`src/design/quintic_velocity_profile_gen_macros.svh`:
```
// Assertion helpers for the velocity profile generator
`ifndef QUINTIC_VELOCITY_PROFILE_GEN_MACROS_SVH
`define QUINTIC_VELOCITY_PROFILE_GEN_MACROS_SVH
// implication checked on every rising edge outside reset
`define QVP_ASSERT_IMP(label, clk, rst_n, ante, cons, msg) \
    label: assert property (@(posedge clk) disable iff (!rst_n) (ante) |-> (cons)) \
        else $error(msg);
// consequent checked in the cycle after the antecedent
`define QVP_ASSERT_NEXT(label, clk, rst_n, ante, cons, msg) \
    label: assert property (@(posedge clk) disable iff (!rst_n) (ante) |=> (cons)) \
        else $error(msg);
`endif

```
`src/design/qvp_pkg.sv`:
```
`timescale 1ns / 1ps
package qvp_pkg;
    localparam int RATE_W_DEF = 16;
    localparam int TICK_W_DEF = 8;
    localparam int GAIN_W = 15;
    localparam int AXIS_W = 16;
    localparam int FRAC_W = 16;

    localparam logic [1:0] OP_TICK = 2'd0;
    localparam logic [1:0] OP_JOY  = 2'd1;
    localparam logic [1:0] OP_ODOM = 2'd2;
    localparam logic [1:0] OP_NONE = 2'd3;

    localparam logic [1:0] REG_TURN_GAIN  = 2'd0;
    localparam logic [1:0] REG_SPEED_GAIN = 2'd1;
    localparam logic [1:0] REG_DURATION   = 2'd2;

    localparam logic [GAIN_W-1:0] TURN_GAIN_RST  = 15'd819;
    localparam logic [GAIN_W-1:0] SPEED_GAIN_RST = 15'd614;
    localparam int DURATION_RST = 15;

    typedef struct packed {
        logic [1:0]  op;
        logic signed [AXIS_W-1:0] axis_side;
        logic signed [AXIS_W-1:0] axis_forward;
        logic signed [AXIS_W-1:0] axis_twist;
        logic signed [RATE_W_DEF-1:0] measured_turn_rate;
        logic signed [RATE_W_DEF-1:0] measured_speed;
    } t_in_item;

    typedef struct packed {
        logic signed [RATE_W_DEF-1:0] cmd_turn_rate;
        logic signed [RATE_W_DEF-1:0] cmd_speed;
        logic profile_active;
    } t_out_item;

    // lane control from the sequencer
    typedef struct packed {
        logic load;   // latch origin and delta
        logic blend;  // evaluate with shared polynomial value
    } t_lane_ctl;

    typedef enum logic [5:0] {
        ST_IDLE = 6'b000001,
        ST_DIV  = 6'b000010,
        ST_POW  = 6'b000100,
        ST_POLY = 6'b001000,
        ST_LANE = 6'b010000,
        ST_OUT  = 6'b100000
    } t_state;
endpackage

```
`src/design/qvp_lane.sv`:
```
`timescale 1ns / 1ps
module qvp_lane import qvp_pkg::*; #(
    parameter int RATE_W = RATE_W_DEF
) (
    input  logic                     i_clk,
    input  logic                     i_rst_n,
    input  t_lane_ctl                i_ctl,
    input  logic signed [RATE_W-1:0] i_meas,
    input  logic signed [RATE_W-1:0] i_target,
    input  logic [FRAC_W:0]          i_poly,
    output logic signed [RATE_W-1:0] o_held
);
    localparam logic signed [RATE_W+1:0] HI = (RATE_W+2)'((64'sd1 <<< (RATE_W-1)) - 1);
    localparam logic signed [RATE_W+1:0] LO = -HI - (RATE_W+2)'(1);

    logic signed [RATE_W-1:0] r_origin;
    logic signed [RATE_W:0]   r_delta;
    logic signed [RATE_W-1:0] r_held;
    logic signed [RATE_W+FRAC_W+2:0] w_prod;
    logic signed [RATE_W+1:0] w_sum;

    // delta*P rounded, P in Q1.16 as a non-negative value
    assign w_prod = r_delta * $signed({1'b0, i_poly})
                    + (RATE_W+FRAC_W+3)'(32768);
    assign w_sum = (RATE_W+2)'(r_origin) + (RATE_W+2)'(w_prod >>> FRAC_W);

    always_ff @(posedge i_clk) begin
        if (!i_rst_n) begin
            r_origin <= '0;
            r_delta  <= '0;
            r_held   <= '0;
        end else begin
            if (i_ctl.load) begin
                r_origin <= i_meas;
                r_delta  <= (RATE_W+1)'(i_target) - (RATE_W+1)'(i_meas);
            end
            if (i_ctl.blend) begin
                if (w_sum > HI) r_held <= HI[RATE_W-1:0];
                else if (w_sum < LO) r_held <= LO[RATE_W-1:0];
                else r_held <= w_sum[RATE_W-1:0];
            end
        end
    end
    assign o_held = r_held;
endmodule

```
`src/design/qvp_poly.sv`:
```
`timescale 1ns / 1ps
module qvp_poly import qvp_pkg::*; #(
    parameter int TICK_W = TICK_W_DEF
) (
    input  logic              i_clk,
    input  logic              i_rst_n,
    input  logic              i_start,
    input  logic [TICK_W:0]   i_k,
    input  logic [TICK_W-1:0] i_len,
    output logic              o_done,
    output logic [FRAC_W:0]   o_poly
);
    // restoring divider for S = k*2^16/len, then four serial powers
    localparam int NUM_W = TICK_W + 1 + FRAC_W;
    localparam int CNT_W = $clog2(NUM_W + 1);

    logic [NUM_W-1:0]  r_num;
    logic [TICK_W:0]   r_rem;
    logic [CNT_W-1:0]  r_cnt;
    logic [2:0]        r_pow;
    logic              r_div_busy, r_pow_busy, r_done;
    logic [FRAC_W-1:0] r_s;
    logic [FRAC_W-1:0] r_acc;
    logic [FRAC_W+3:0] r_s3, r_s4;
    logic [TICK_W+1:0] w_trial;
    logic [2*FRAC_W-1:0] w_mul;
    logic signed [FRAC_W+8:0] w_p;
    logic [FRAC_W:0] r_poly;

    assign w_trial = {r_rem, r_num[NUM_W-1]} - {1'b0, 1'b0, i_len};
    assign w_mul = r_acc * r_s;
    assign w_p = (FRAC_W+9)'(10) * $signed({5'b0, r_s3})
               - (FRAC_W+9)'(15) * $signed({5'b0, r_s4})
               + (FRAC_W+9)'(6)  * $signed({9'b0, w_mul[2*FRAC_W-1:FRAC_W]});

    always_ff @(posedge i_clk) begin
        if (!i_rst_n) begin
            r_div_busy <= 1'b0;
            r_pow_busy <= 1'b0;
            r_done     <= 1'b0;
            r_cnt <= '0;
            r_pow <= '0;
        end else begin
            r_done <= 1'b0;
            if (i_start) begin
                r_num <= {i_k, {FRAC_W{1'b0}}};
                r_rem <= '0;
                r_cnt <= CNT_W'(NUM_W);
                r_div_busy <= 1'b1;
            end else if (r_div_busy) begin
                r_num <= {r_num[NUM_W-2:0], ~w_trial[TICK_W+1]};
                r_rem <= w_trial[TICK_W+1] ? {r_rem[TICK_W-1:0], r_num[NUM_W-1]}
                                           : w_trial[TICK_W:0];
                r_cnt <= r_cnt - CNT_W'(1);
                if (r_cnt == CNT_W'(1)) begin
                    r_div_busy <= 1'b0;
                    r_pow_busy <= 1'b1;
                    r_pow <= '0;
                end
            end else if (r_pow_busy) begin
                // len 0: quotient all ones is replaced by zero (k is 0 then)
                if (r_pow == 3'd0) begin
                    r_s   <= (i_len == '0) ? '0 : r_num[FRAC_W-1:0];
                    r_acc <= (i_len == '0) ? '0 : r_num[FRAC_W-1:0];
                    // k == len gives S = 2^16, out of Q0.16: flag as s=1
                    if (i_len != '0 && r_num[NUM_W-1:FRAC_W] != '0) begin
                        r_poly <= (FRAC_W+1)'(1) << FRAC_W;
                        r_pow_busy <= 1'b0;
                        r_done <= 1'b1;
                    end
                end else if (r_pow == 3'd1 || r_pow == 3'd2) begin
                    r_acc <= w_mul[2*FRAC_W-1:FRAC_W];
                    if (r_pow == 3'd2) r_s3 <= (FRAC_W+4)'(w_mul[2*FRAC_W-1:FRAC_W]);
                end else if (r_pow == 3'd3) begin
                    r_acc <= w_mul[2*FRAC_W-1:FRAC_W];
                    r_s4  <= (FRAC_W+4)'(w_mul[2*FRAC_W-1:FRAC_W]);
                end else begin
                    if (w_p < 0) r_poly <= '0;
                    else if (w_p > (FRAC_W+9)'(65536)) r_poly <= (FRAC_W+1)'(65536);
                    else r_poly <= w_p[FRAC_W:0];
                    r_pow_busy <= 1'b0;
                    r_done <= 1'b1;
                end
                r_pow <= r_pow + 3'd1;
            end
        end
    end
    assign o_done = r_done;
    assign o_poly = r_poly;
endmodule

```
`src/design/quintic_velocity_profile_gen.sv`:
```
`timescale 1ns / 1ps
// Joystick, odometry and undefined-op items are taken in IDLE and give no result.
// An evaluating tick runs a 25-step restoring divider for s, five
// power/polynomial steps, one blend and one output step before its result.
// The last tick of a profile skips the powers; latch and expired ticks
// answer the next cycle. The next item is taken the cycle after the result leaves.
// Synchronous active-low reset restores register defaults and clears state.
`include "quintic_velocity_profile_gen_macros.svh"
module quintic_velocity_profile_gen import qvp_pkg::*; #(
    parameter int TICK_COUNT_WIDTH = TICK_W_DEF
) (
    input  logic        i_clk,
    input  logic        i_rst_n,
    input  logic        i_valid,
    output logic        o_stall,
    input  t_in_item    i_item,
    output logic        o_valid,
    input  logic        i_stall,
    output t_out_item   o_item,
    input  logic        psel,
    input  logic        penable,
    input  logic        pwrite,
    input  logic [3:0]  paddr,
    input  logic [31:0] pwdata,
    output logic [31:0] prdata,
    output logic        pready
);
    // rate width is fixed by the item structs in the package
    localparam int RW = RATE_W_DEF;
    localparam int TW = TICK_COUNT_WIDTH;
    localparam logic signed [RW+1:0] HI = (RW+2)'((64'sd1 <<< (RW-1)) - 1);
    localparam logic signed [RW+1:0] LO = -HI - (RW+2)'(1);

    // configuration
    logic [GAIN_W-1:0] r_turn_gain, r_speed_gain;
    logic [TW-1:0]     r_duration;
    logic              w_cfg_wr;
    logic [1:0]        w_reg;
    assign pready = 1'b1;
    assign w_cfg_wr = psel && penable && pwrite;
    assign w_reg = paddr[3:2];

    always_comb begin
        prdata = '0;
        unique case (w_reg)
            REG_TURN_GAIN:  prdata = 32'(r_turn_gain);
            REG_SPEED_GAIN: prdata = 32'(r_speed_gain);
            REG_DURATION:   prdata = 32'(r_duration);
            default:        prdata = '0;
        endcase
    end

    // state
    t_state r_state;
    logic   r_pending;
    logic [TW:0]   r_elapsed;
    logic [TW-1:0] r_len;
    logic signed [RW-1:0] r_tgt_turn, r_tgt_speed, r_meas_turn, r_meas_speed;
    logic   r_ovalid, r_active;

    logic w_acc;
    assign o_stall = (r_state != ST_IDLE) || r_ovalid;
    assign w_acc = i_valid && !o_stall;

    // joystick scaling: side and twist share one turn product; forward is scaled alone
    logic signed [AXIS_W+GAIN_W+1:0] w_pt, w_ps;
    logic both_zero;
    logic signed [AXIS_W-1:0] w_turn_axis;
    assign both_zero = (i_item.axis_side == '0) && (i_item.axis_forward == '0);
    assign w_turn_axis = both_zero ? i_item.axis_twist : i_item.axis_side;
    assign w_pt = ($signed({1'b0, r_turn_gain}) * w_turn_axis + 16384) >>> 15;
    assign w_ps = -(($signed({1'b0, r_speed_gain}) * i_item.axis_forward + 16384) >>> 15);

    function automatic logic signed [RW-1:0] sat_r(input logic signed [AXIS_W+GAIN_W+1:0] x);
        if (x > (AXIS_W+GAIN_W+2)'(HI)) return HI[RW-1:0];
        else if (x < (AXIS_W+GAIN_W+2)'(LO)) return LO[RW-1:0];
        else return x[RW-1:0];
    endfunction

    // tick sequencing
    t_lane_ctl w_ctl;
    logic w_poly_start, w_poly_done;
    logic [FRAC_W:0] w_poly;
    logic signed [RW-1:0] w_held_turn, w_held_speed;

    assign w_poly_start = w_acc && i_item.op == OP_TICK && !r_pending
                          && r_elapsed <= (TW+1)'(r_len);
    assign w_ctl.load  = w_acc && i_item.op == OP_TICK && r_pending;
    assign w_ctl.blend = (r_state == ST_DIV) && w_poly_done;

    always_ff @(posedge i_clk) begin
        if (!i_rst_n) begin
            r_turn_gain  <= TURN_GAIN_RST;
            r_speed_gain <= SPEED_GAIN_RST;
            r_duration   <= TW'(DURATION_RST);
            r_state   <= ST_IDLE;
            r_pending <= 1'b0;
            r_elapsed <= '0;
            r_len     <= '0;
            r_tgt_turn <= '0; r_tgt_speed <= '0;
            r_meas_turn <= '0; r_meas_speed <= '0;
            r_ovalid <= 1'b0;
            r_active <= 1'b0;
        end else begin
            if (w_cfg_wr) begin
                unique case (w_reg)
                    REG_TURN_GAIN:  r_turn_gain  <= pwdata[GAIN_W-1:0];
                    REG_SPEED_GAIN: r_speed_gain <= pwdata[GAIN_W-1:0];
                    REG_DURATION:   r_duration   <= pwdata[TW-1:0];
                    default: ;
                endcase
            end
            if (r_ovalid && !i_stall) r_ovalid <= 1'b0;
            unique case (r_state)
                ST_IDLE: begin
                    if (w_acc) begin
                        unique case (i_item.op)
                            OP_JOY: begin
                                r_tgt_turn  <= sat_r(w_pt);
                                r_tgt_speed <= both_zero ? '0 : sat_r(w_ps);
                                r_pending   <= 1'b1;
                            end
                            OP_ODOM: begin
                                r_meas_turn  <= i_item.measured_turn_rate[RW-1:0];
                                r_meas_speed <= i_item.measured_speed[RW-1:0];
                            end
                            OP_TICK: begin
                                if (r_pending) begin
                                    r_pending <= 1'b0;
                                    r_len     <= r_duration;
                                    r_elapsed <= (TW+1)'(1);
                                    r_active  <= 1'b0;
                                    r_ovalid  <= 1'b1;
                                end else if (w_poly_start) begin
                                    r_state <= ST_DIV;
                                end else begin
                                    r_pending <= 1'b1;
                                    r_active  <= 1'b0;
                                    r_ovalid  <= 1'b1;
                                end
                            end
                            default: ;
                        endcase
                    end
                end
                ST_DIV: begin
                    if (w_poly_done) r_state <= ST_OUT;
                end
                ST_OUT: begin
                    r_elapsed <= r_elapsed + (TW+1)'(1);
                    r_active  <= 1'b1;
                    r_ovalid  <= 1'b1;
                    r_state   <= ST_IDLE;
                end
                default: r_state <= ST_IDLE;
            endcase
        end
    end

    qvp_poly #(.TICK_W(TW)) u_poly (
        .i_clk(i_clk), .i_rst_n(i_rst_n), .i_start(w_poly_start),
        .i_k(r_elapsed), .i_len(r_len), .o_done(w_poly_done), .o_poly(w_poly)
    );

    qvp_lane #(.RATE_W(RW)) u_lane_turn (
        .i_clk(i_clk), .i_rst_n(i_rst_n), .i_ctl(w_ctl), .i_meas(r_meas_turn),
        .i_target(r_tgt_turn), .i_poly(w_poly), .o_held(w_held_turn)
    );
    qvp_lane #(.RATE_W(RW)) u_lane_speed (
        .i_clk(i_clk), .i_rst_n(i_rst_n), .i_ctl(w_ctl), .i_meas(r_meas_speed),
        .i_target(r_tgt_speed), .i_poly(w_poly), .o_held(w_held_speed)
    );

    // merge: both lanes into one result item
    assign o_valid = r_ovalid;
    assign o_item.cmd_turn_rate  = RATE_W_DEF'(w_held_turn);
    assign o_item.cmd_speed      = RATE_W_DEF'(w_held_speed);
    assign o_item.profile_active = r_active;

    `QVP_ASSERT_IMP(a_no_accept_busy, i_clk, i_rst_n, r_state != ST_IDLE, o_stall,
        "item accepted while a tick is in progress")
    `QVP_ASSERT_NEXT(a_out_done, i_clk, i_rst_n, r_state == ST_OUT, o_valid,
        "finished tick gave no result")
    `QVP_ASSERT_IMP(a_active_len, i_clk, i_rst_n, o_valid && o_item.profile_active,
        r_elapsed <= (TW+1)'(r_len) + (TW+1)'(1), "active result past profile end")
endmodule
```
`config.mk`:
```
export PLATFORM = sky130hd
export DESIGN_NAME = quintic_velocity_profile_gen
export DESIGN_NICKNAME = d
export VERILOG_FILES = /design/src/design/qvp_pkg.sv /design/src/design/qvp_lane.sv /design/src/design/qvp_poly.sv /design/src/design/quintic_velocity_profile_gen.sv
export VERILOG_INCLUDE_DIRS = /design/src /design/src/design
export SDC_FILE = /design/constraint.sdc
export NUM_CORES = 2
export LEC_CHECK = 0
export BUFFER_PORTS_ARGS = -buffer_cell sky130_fd_sc_hd__buf_4
export CAP_MARGIN = 20
export CORE_MARGIN = 2
export CORE_UTILIZATION = 40
export DETAILED_ROUTE_END_ITERATION = 8
export GPL_ROUTABILITY_DRIVEN = 0
export SETUP_SLACK_MARGIN = 0.15
export SYNTH_ARGS = -nofsm -noshare
export SYNTH_HDL_FRONTEND = slang
export SYNTH_SLANG_ARGS = --single-unit
export TNS_END_PERCENT = 1
```
`constraint.sdc`:
```
create_clock -name i_clk -period 10.9 [get_ports i_clk]
set_clock_uncertainty 0.15 [all_clocks]
set_input_delay 2.18 -clock i_clk [delete_from_list [all_inputs] [get_ports i_clk]]
set_output_delay 2.18 -clock i_clk [all_outputs]
set_load 0.005 [all_outputs]
```
# Word-level counts from Yosys, hierarchy flattened
# Index checks and enable logic that the tools add are counted.
[word_totals]
ff_bits = 352
in_bits = 125
output_inout_bits = 68
word_cells = 214
[classes]
n_addsub = 15
multipliers = 8
magnitude_cmp = 11
eq_ne = 23
n_mux = 68
bitwise = 7
n_reduce_logical = 49
[op_table]
columns = ["cell", "count"]
rows = [
  ["$mux 16", 14],
  ["$mux 17", 6],
  ["$mul 16x16->32", 3],
  ["$add 34x17->34 const B", 2],
  ["$mul 17x18->34", 2],
  ["$add 32x16->33 const B", 2],
  ["$gt 18x16->1 const B", 3],
  ["$lt 18x16->1 const B", 3],
  ["$mux 25", 2],
  ["$mux 9", 5],
  ["$pmux 15 s3", 1],
  ["$add 16x18->18", 2],
  ["$sub 16x16->17", 2],
  ["$gt 33x16->1 const B", 1],
  ["$lt 33x16->1 const B", 1],
  ["$neg 18->33", 1],
  ["$logic_not 16->1", 2],
  ["$mux 6", 5],
  ["$add 25x20->25", 1],
  ["$gt 25x18->1 const B", 1],
  ["$lt 25x1->1 const B", 1],
  ["$mux 1", 25],
  ["$sub 25x25->25", 1],
  ["$reduce_and 7->1", 3],
  ["other kinds (42)", 92],
]

# Depth between registers and ports, before layout
[depth]
word_depth = 12
depth_mapped = 46
ltp_nobuf = 45

# Modules after synthesis
# From an unflattened synthesis, not the netlist that was laid out.
[hier_totals]
hier_cells = 7331
area_unflattened_um2 = 65203.8
[modules_own_cells]
columns = ["mod", "n_inst", "cells_each", "area_each_um2", "seq_area_each_um2"]
rows = [
  ["quintic_velocity_profile_gen", 1, 2660, 22435.3, 2502.4],
  ["qvp_poly", 1, 1779, 17509.3, 3673.5],
  ["qvp_lane at u_lane_turn", 1, 1444, 12674.7, 980.9],
  ["qvp_lane at u_lane_speed", 1, 1448, 12584.6, 980.9],
]

# Worst setup path after synthesis
# No wires, ideal clock.
[synth_path]
kind = "reg-to-reg"
startpoint = "register u_poly.r_acc[7]"
endpoint = "register u_poly.r_poly[16], in the netlist u_poly.o_poly[16], data pin"
setup_ns = 0.261
t_arrival_ns = 9.998
t_required_ns = 10.489
setup_slack_ns = 0.491
stages_incl_launch_ff = 46
path_buffers = 1
synth_period_minus_slack_ns = 10.409
path_cell_list = "edfxtp_1 > clkbuf_1 > nand2_1 > fa_1 > inv_1 > fa_1 > inv_1 > fa_1 > inv_1 > fa_1 > fa_1 > inv_1 > fa_1 > inv_1 > ha_1 > a21oi_1 > o21ai_0 > a2111oi_0 > [10 not listed] > nor2_1 > nand2_1 > a211oi_1 > a31oi_1 > xnor2_1 > fa_1 > inv_1 > ha_1 > nand2_1 > o21ai_0 > a211oi_1 > or3b_2 > a41o_1 > a21oi_1 > o21ai_0 > o21ai_0 > nand2_1 > o32a_1"
[synth_between]
elab_chain_len = 9
word_cells_on_any_way = 10
classes_between = "add/sub: 1; mul: 2; order compare: 2; mux: 5"
[synth_lines]
columns = ["element", "line_no", "text"]
rows = [
  ["start, declared", "qvp_poly.sv:23", "logic [FRAC_W-1:0] r_acc;"],
  ["start signal, assigned", "qvp_poly.sv:64", "r_acc <= (i_len == '0) ? '0 : r_num[FRAC_W-1:0];"],
  ["start signal, assigned", "qvp_poly.sv:72", "r_acc <= w_mul[2*FRAC_W-1:FRAC_W];"],
  ["start signal, assigned", "qvp_poly.sv:75", "r_acc <= w_mul[2*FRAC_W-1:FRAC_W];"],
  ["$mul 16x16->32 (*)", "qvp_poly.sv:31", "assign w_mul = r_acc * r_s;"],
  ["named net u_poly.w_mul[18]", "qvp_poly.sv:26", "logic [2*FRAC_W-1:0] w_mul;"],
  ["$mul 2x16->18 (*)", "qvp_poly.sv:34", "+ (FRAC_W+9)'(6) * $signed({9'b0, w_mul[2*FRAC_W-1:FRAC_W]});"],
  ["$add 25x20->25 (*)", "qvp_poly.sv:34", ""],
  ["$gt 25x18->1", "qvp_poly.sv:79", "else if (w_p > (FRAC_W+9)'(65536)) r_poly <= (FRAC_W+1)'(65536);"],
  ["$mux 17", "qvp_poly.sv:79", ""],
  ["$mux 17 (*)", "qvp_poly.sv:78", "if (w_p < 0) r_poly <= '0;"],
  ["$mux 17 (*)", "qvp_poly.sv:74", "end else if (r_pow == 3'd3) begin"],
  ["$mux 17 (*)", "qvp_poly.sv:71", "end else if (r_pow == 3'd1 || r_pow == 3'd2) begin"],
  ["$mux 17 (*)", "qvp_poly.sv:62", "if (r_pow == 3'd0) begin"],
  ["end signal, assigned", "qvp_poly.sv:67", "r_poly <= (FRAC_W+1)'(1) << FRAC_W;"],
  ["end signal, assigned", "qvp_poly.sv:79", ""],
  ["end signal, assigned", "qvp_poly.sv:80", "else r_poly <= w_p[FRAC_W:0];"],
  ["end, declared", "qvp_poly.sv:28", "logic [FRAC_W:0] r_poly;"],
]
# The timed path passes the listed nets; every way through them passes the cells marked *. The select of a mux whose other input is x is not followed.
# A chain may end at the register's enable or synchronous reset.

# Worst setup path in the final report
[layout_path]
startpoint = "register u_poly.r_s[4]"
endpoint = "register u_poly.r_poly[16], in the netlist u_poly.o_poly[16], data pin"
[layout_between]
elab_chain_len = 9
word_cells_on_any_way = 10
classes_between = "add/sub: 1; mul: 2; order compare: 2; mux: 5"
[layout_lines]
columns = ["element", "line_no", "text"]
rows = [
  ["start, declared", "qvp_poly.sv:22", "logic [FRAC_W-1:0] r_s;"],
  ["start signal, assigned", "qvp_poly.sv:63", "r_s <= (i_len == '0) ? '0 : r_num[FRAC_W-1:0];"],
  ["$mul 16x16->32 (*)", "qvp_poly.sv:31", ""],
  ["named net u_poly.w_mul[18]", "qvp_poly.sv:26", ""],
  ["$mul 2x16->18 (*)", "qvp_poly.sv:34", ""],
  ["$add 25x20->25 (*)", "qvp_poly.sv:34", ""],
  ["$gt 25x18->1", "qvp_poly.sv:79", ""],
  ["$mux 17", "qvp_poly.sv:79", ""],
  ["$mux 17 (*)", "qvp_poly.sv:78", ""],
  ["$mux 17 (*)", "qvp_poly.sv:74", ""],
  ["$mux 17 (*)", "qvp_poly.sv:71", ""],
  ["$mux 17 (*)", "qvp_poly.sv:62", ""],
]
# Marked as above.

==> out/summary.log <==
qor: clock_tree.cts.sink_count 349
qor: global_routing.antenna_found_initial 2
qor: finish.multi_input_comb_area 49,800 µm²
qor: finish.final_net_count 9,267
qor: finish.leading_cell_type_in_the_layout_fill_and_taps_excluded inv_1
qor: worst_setup_path.cp-end-kind flip-flop
qor: floorplan.floorplan.io_pins 193
qor: timing.min_period_over_period 0.964
qor: finish.antennaDiodeCount 0
qor: finish.post_route_cells_drive_above_1_share 0.0711
qor: floorplan.dieWidth 404 µm
qor: route.drt_wl_total 166,000 µm
qor: finish.syn_to_final_growth 9.10%
qor: placed_design.post_place_cell_area 68,000 µm²
qor: clock_tree.ctsLongestPathBuffers 3
qor: timing.final-max-slew-violation-count 0
qor: route.drt_pre_antenna_iters 5
qor: floorplan.floorplan.rows 146
qor: power_and_ir_drop.net-switching-power 0.00392 W
qor: timing.finalHoldViolations 0
qor: power_and_ir_drop.vdd_ir_drop_max 0.186 mV
qor: floorplan.starting_density 0.403
qor: route.drc 0
qor: finish.layout_common_cells 1,336 x inv_1, 1,134 x nand2_1, 1,056 x fa_1
qor: worst_setup_path.worst-endpoint-arrival 10,720 ps
qor: power_and_ir_drop.clock_power_share 0.190
qor: global_routing.grt_pass1_vias 50,600
qor: floorplan.die_area 163,000 µm²
qor: synth.synthFlopType dfxtp_1
qor: power_and_ir_drop.sequentialPowerShare 0.171
qor: timing.tightest_slew 1140 ps
qor: clock_tree.postCtsHoldBufs 0
qor: route.route.vias.total 48,200
qor: finish.fillCellCount 15,400
qor: worst_setup_path.crit_path_frequent_cell fa_1
qor: worst_setup_path.critPathRequiredTime 11,110 ps
qor: power_and_ir_drop.internal_power 0.00464 W
qor: power_and_ir_drop.p_total 0.00856 W
qor: clock_tree.clock-root-buffer clkbuf_16
qor: synth.avgSynthCellArea 8.84 µm²
qor: clock_tree.cts_tree yes
qor: synth.synth_edf_count 115
qor: timing.final_period_minus_worst_setup_slack 10,510 ps
qor: finish.final_area 69,900 µm²
qor: global_routing.grt_pass1_wl 271,000 µm
qor: synth.netlist_area_before_placement 64,000 µm²
qor: global_routing.grt-ovfl-total 0
qor: global_routing.maximum_number_of_pins_on_one_net_before_global_route_repair 116
qor: route.detail_route.iter0.violations 2,748
qor: synth.syn_inst 7,240
qor: synth.ys_async_sr_fraction 0
qor: placed_design.io_buffers 155
qor: placed_design.sum_of_net_half_perimeters_after_detailed_placement 136,000 µm
qor: synth.ys_types 89
qor: floorplan.core 159,000 µm²
qor: timing.setup_repair_after_global_routing_missed_its_margin yes
qor: route.route.antenna.remaining_nets 0
qor: clock_tree.clock_pin_slew_on_the_worst_setup_and_hold_paths 70 ps
qor: worst_setup_path.timing.setup.critical_path_class reg2reg
qor: flow_run.maxCapViolations 0
qor: synth.synth_seq_area_share 0.127
qor: worst_hold_path.hold_path.class reg2reg
qor: worst_setup_path.timing.critical_path.slowest_stage_cell fa_1
qor: clock_tree.h-tree-depth 2
qor: clock_tree.number_of_buffers_added_by_the_clock_tree_synthesis_step 45
qor: synth.ys_ff_latch 349
qor: timing.timing.max_slew.rel_slack 0.237
qor: route.vias_per_cell 5.10
qor: worst_setup_path.crit_path_start_kind flip-flop
qor: power_and_ir_drop.p_comb_frac 0.640
qor: clock_tree.clock_latency 620 ps
qor: timing.setup_viol 0
qor: floorplan.floorplan.die.height 404 µm
qor: outcome.outcome completed
qor: route.routedWlPerCell 17.6 µm
qor: synth.synth-warning-count 0
qor: timing.highest_clock_rate 95.1 MHz
qor: worst_setup_path.path_max_fanout 7
qor: power_and_ir_drop.pwr_density_cell 123 nW/µm²
qor: timing.setup_tns 0 ps
qor: power_and_ir_drop.power_leakage 33.9 nW
qor: worst_setup_path.critical_path.max_stage_delay 540 ps
qor: finish.finish.cell_count_without_fillers 9,444
qor: global_routing.globalRouteTotalUtil 0.206
qor: placed_design.dp.cells 9,347
qor: power_and_ir_drop.power.switching_fraction 0.457
qor: finish.register_area 8140 µm²
layer usage:
metal  global-route usage  wire, µm
met1                0.283     75600
met2                0.353     79400
met3               0.0194      7270
met4               0.0453      3520
met5                    0         0
per-stage QoR:
stage | util | worst slack (ps) | hold slack, ps
floorplan | - | 491 | 293
global placement | 0.428 | -331 | 309
detailed placement | 0.428 | -343 | 315
CTS | 0.439 | 185 | 323
global route | 0.440 | -159 | 339
finish | 0.440 | 387 | 322
logic make-up (layout without fill, tap and decap cells):
| group | after synthesis | after routing | synth area share |
|---|---|---|---|
| AO/OA/AOI/OAI | 838 | 838 | 0.0859 |
| AND/OR/NAND/NOR | 2321 | 2321 | 0.174 |
| flip-flops | 349 | 349 | 0.127 |
| XOR/XNOR | 196 | 196 | 0.0268 |
| adder cells (fa/ha/maj) | 1806 | 1806 | 0.477 |
| other | 2 | 18 | 0.000117 |
| multiplexers | 60 | 60 | 0.00969 |
| buffers and inverters | 1668 | 1784 | 0.0993 |
what timing repair did:
| item | in CTS | in global routing |
|---|---|---|
| endpoints found under the setup margin | 17 | 52 |
| pin swaps | 1 | 10 |
| setup buffers | 3 | 10 |
| gates resized for setup | 3 | 34 |
cells in the mapped netlist, types with 85 or more instances:
cell      count  area share
nand2b_1     85      0.0083
a21oi_1     192       0.015
edfxtp_1    115       0.054
ha_1        749        0.15
clkbuf_1    287       0.017
dfxtp_1     234       0.073
fa_1       1057        0.33
nand2_1    1136       0.067
o21ai_0     189       0.015
a21boi_0    110       0.013
inv_1      1337       0.078
xnor2_1     125       0.017
and2_1      551       0.054
nor2_1      194       0.011
worst paths after layout:
path | cells past startpoint | slack, ps | to | startpoint
hold / removal | 2 | 320 | u_lane_turn.r_origin[4]$_SDFFE_PN0P_ | u_lane_turn.r_origin[4]$_SDFFE_PN0P_
hold reg to reg | 2 | 320 | u_lane_turn.r_origin[4]$_SDFFE_PN0P_ | u_lane_turn.r_origin[4]$_SDFFE_PN0P_
setup / recovery | 42 | 390 | u_poly.o_poly[16]$_SDFFCE_PN1P_ | u_poly.r_s[4]$_DFFE_PP_
setup reg to reg | 42 | 390 | u_poly.o_poly[16]$_SDFFCE_PN1P_ | u_poly.r_s[4]$_DFFE_PP_
final cells by class:
type	instances	area share
multi-input combinational	5239	0.712
inverter	1337	0.0718
clock buffer	53	0.0171
timing repair buffer	364	0.0395
sequential	349	0.116
clock inverter	30	0.00553
tap	2072	0.0371
worst max-delay path, delay by kind of cell, from the launching register on:
family / cells / cell delay [ps]
compound gates: 15 / 2930
buf+inv: 10 / 1050
fa+ha+maj: 10 / 4250
flops: 1 / 530
simple gates: 5 / 860
xor+xnor: 2 / 460
power groups by stage:
stage / registers [W] / logic, W / clock network [W]
after floorplan: 0.00145 / 0.00395 / 0
after global placement: 0.00149 / 0.00532 / 0
after detailed placement: 0.00149 / 0.00539 / 0
after CTS: 0.00146 / 0.00544 / 0.00166
after global routing: 0.00147 / 0.00622 / 0.00171
final: 0.00146 / 0.00548 / 0.00162
sequential cells by signal, summed over array words and instances (netlist names), 16 cells and up:
register               cells
r_meas_speed              16
r_meas_turn               16
r_tgt_speed               16
r_tgt_turn                16
u_lane_speed.o_held       16
u_lane_speed.r_delta      17
u_lane_speed.r_origin     16
u_lane_turn.o_held        16
u_lane_turn.r_delta       17
u_lane_turn.r_origin      16
u_poly.o_poly             17
u_poly.r_acc              16
u_poly.r_num              25
u_poly.r_s                16
u_poly.r_s3               16
u_poly.r_s4               16
(Power assumes the default switching activity.)
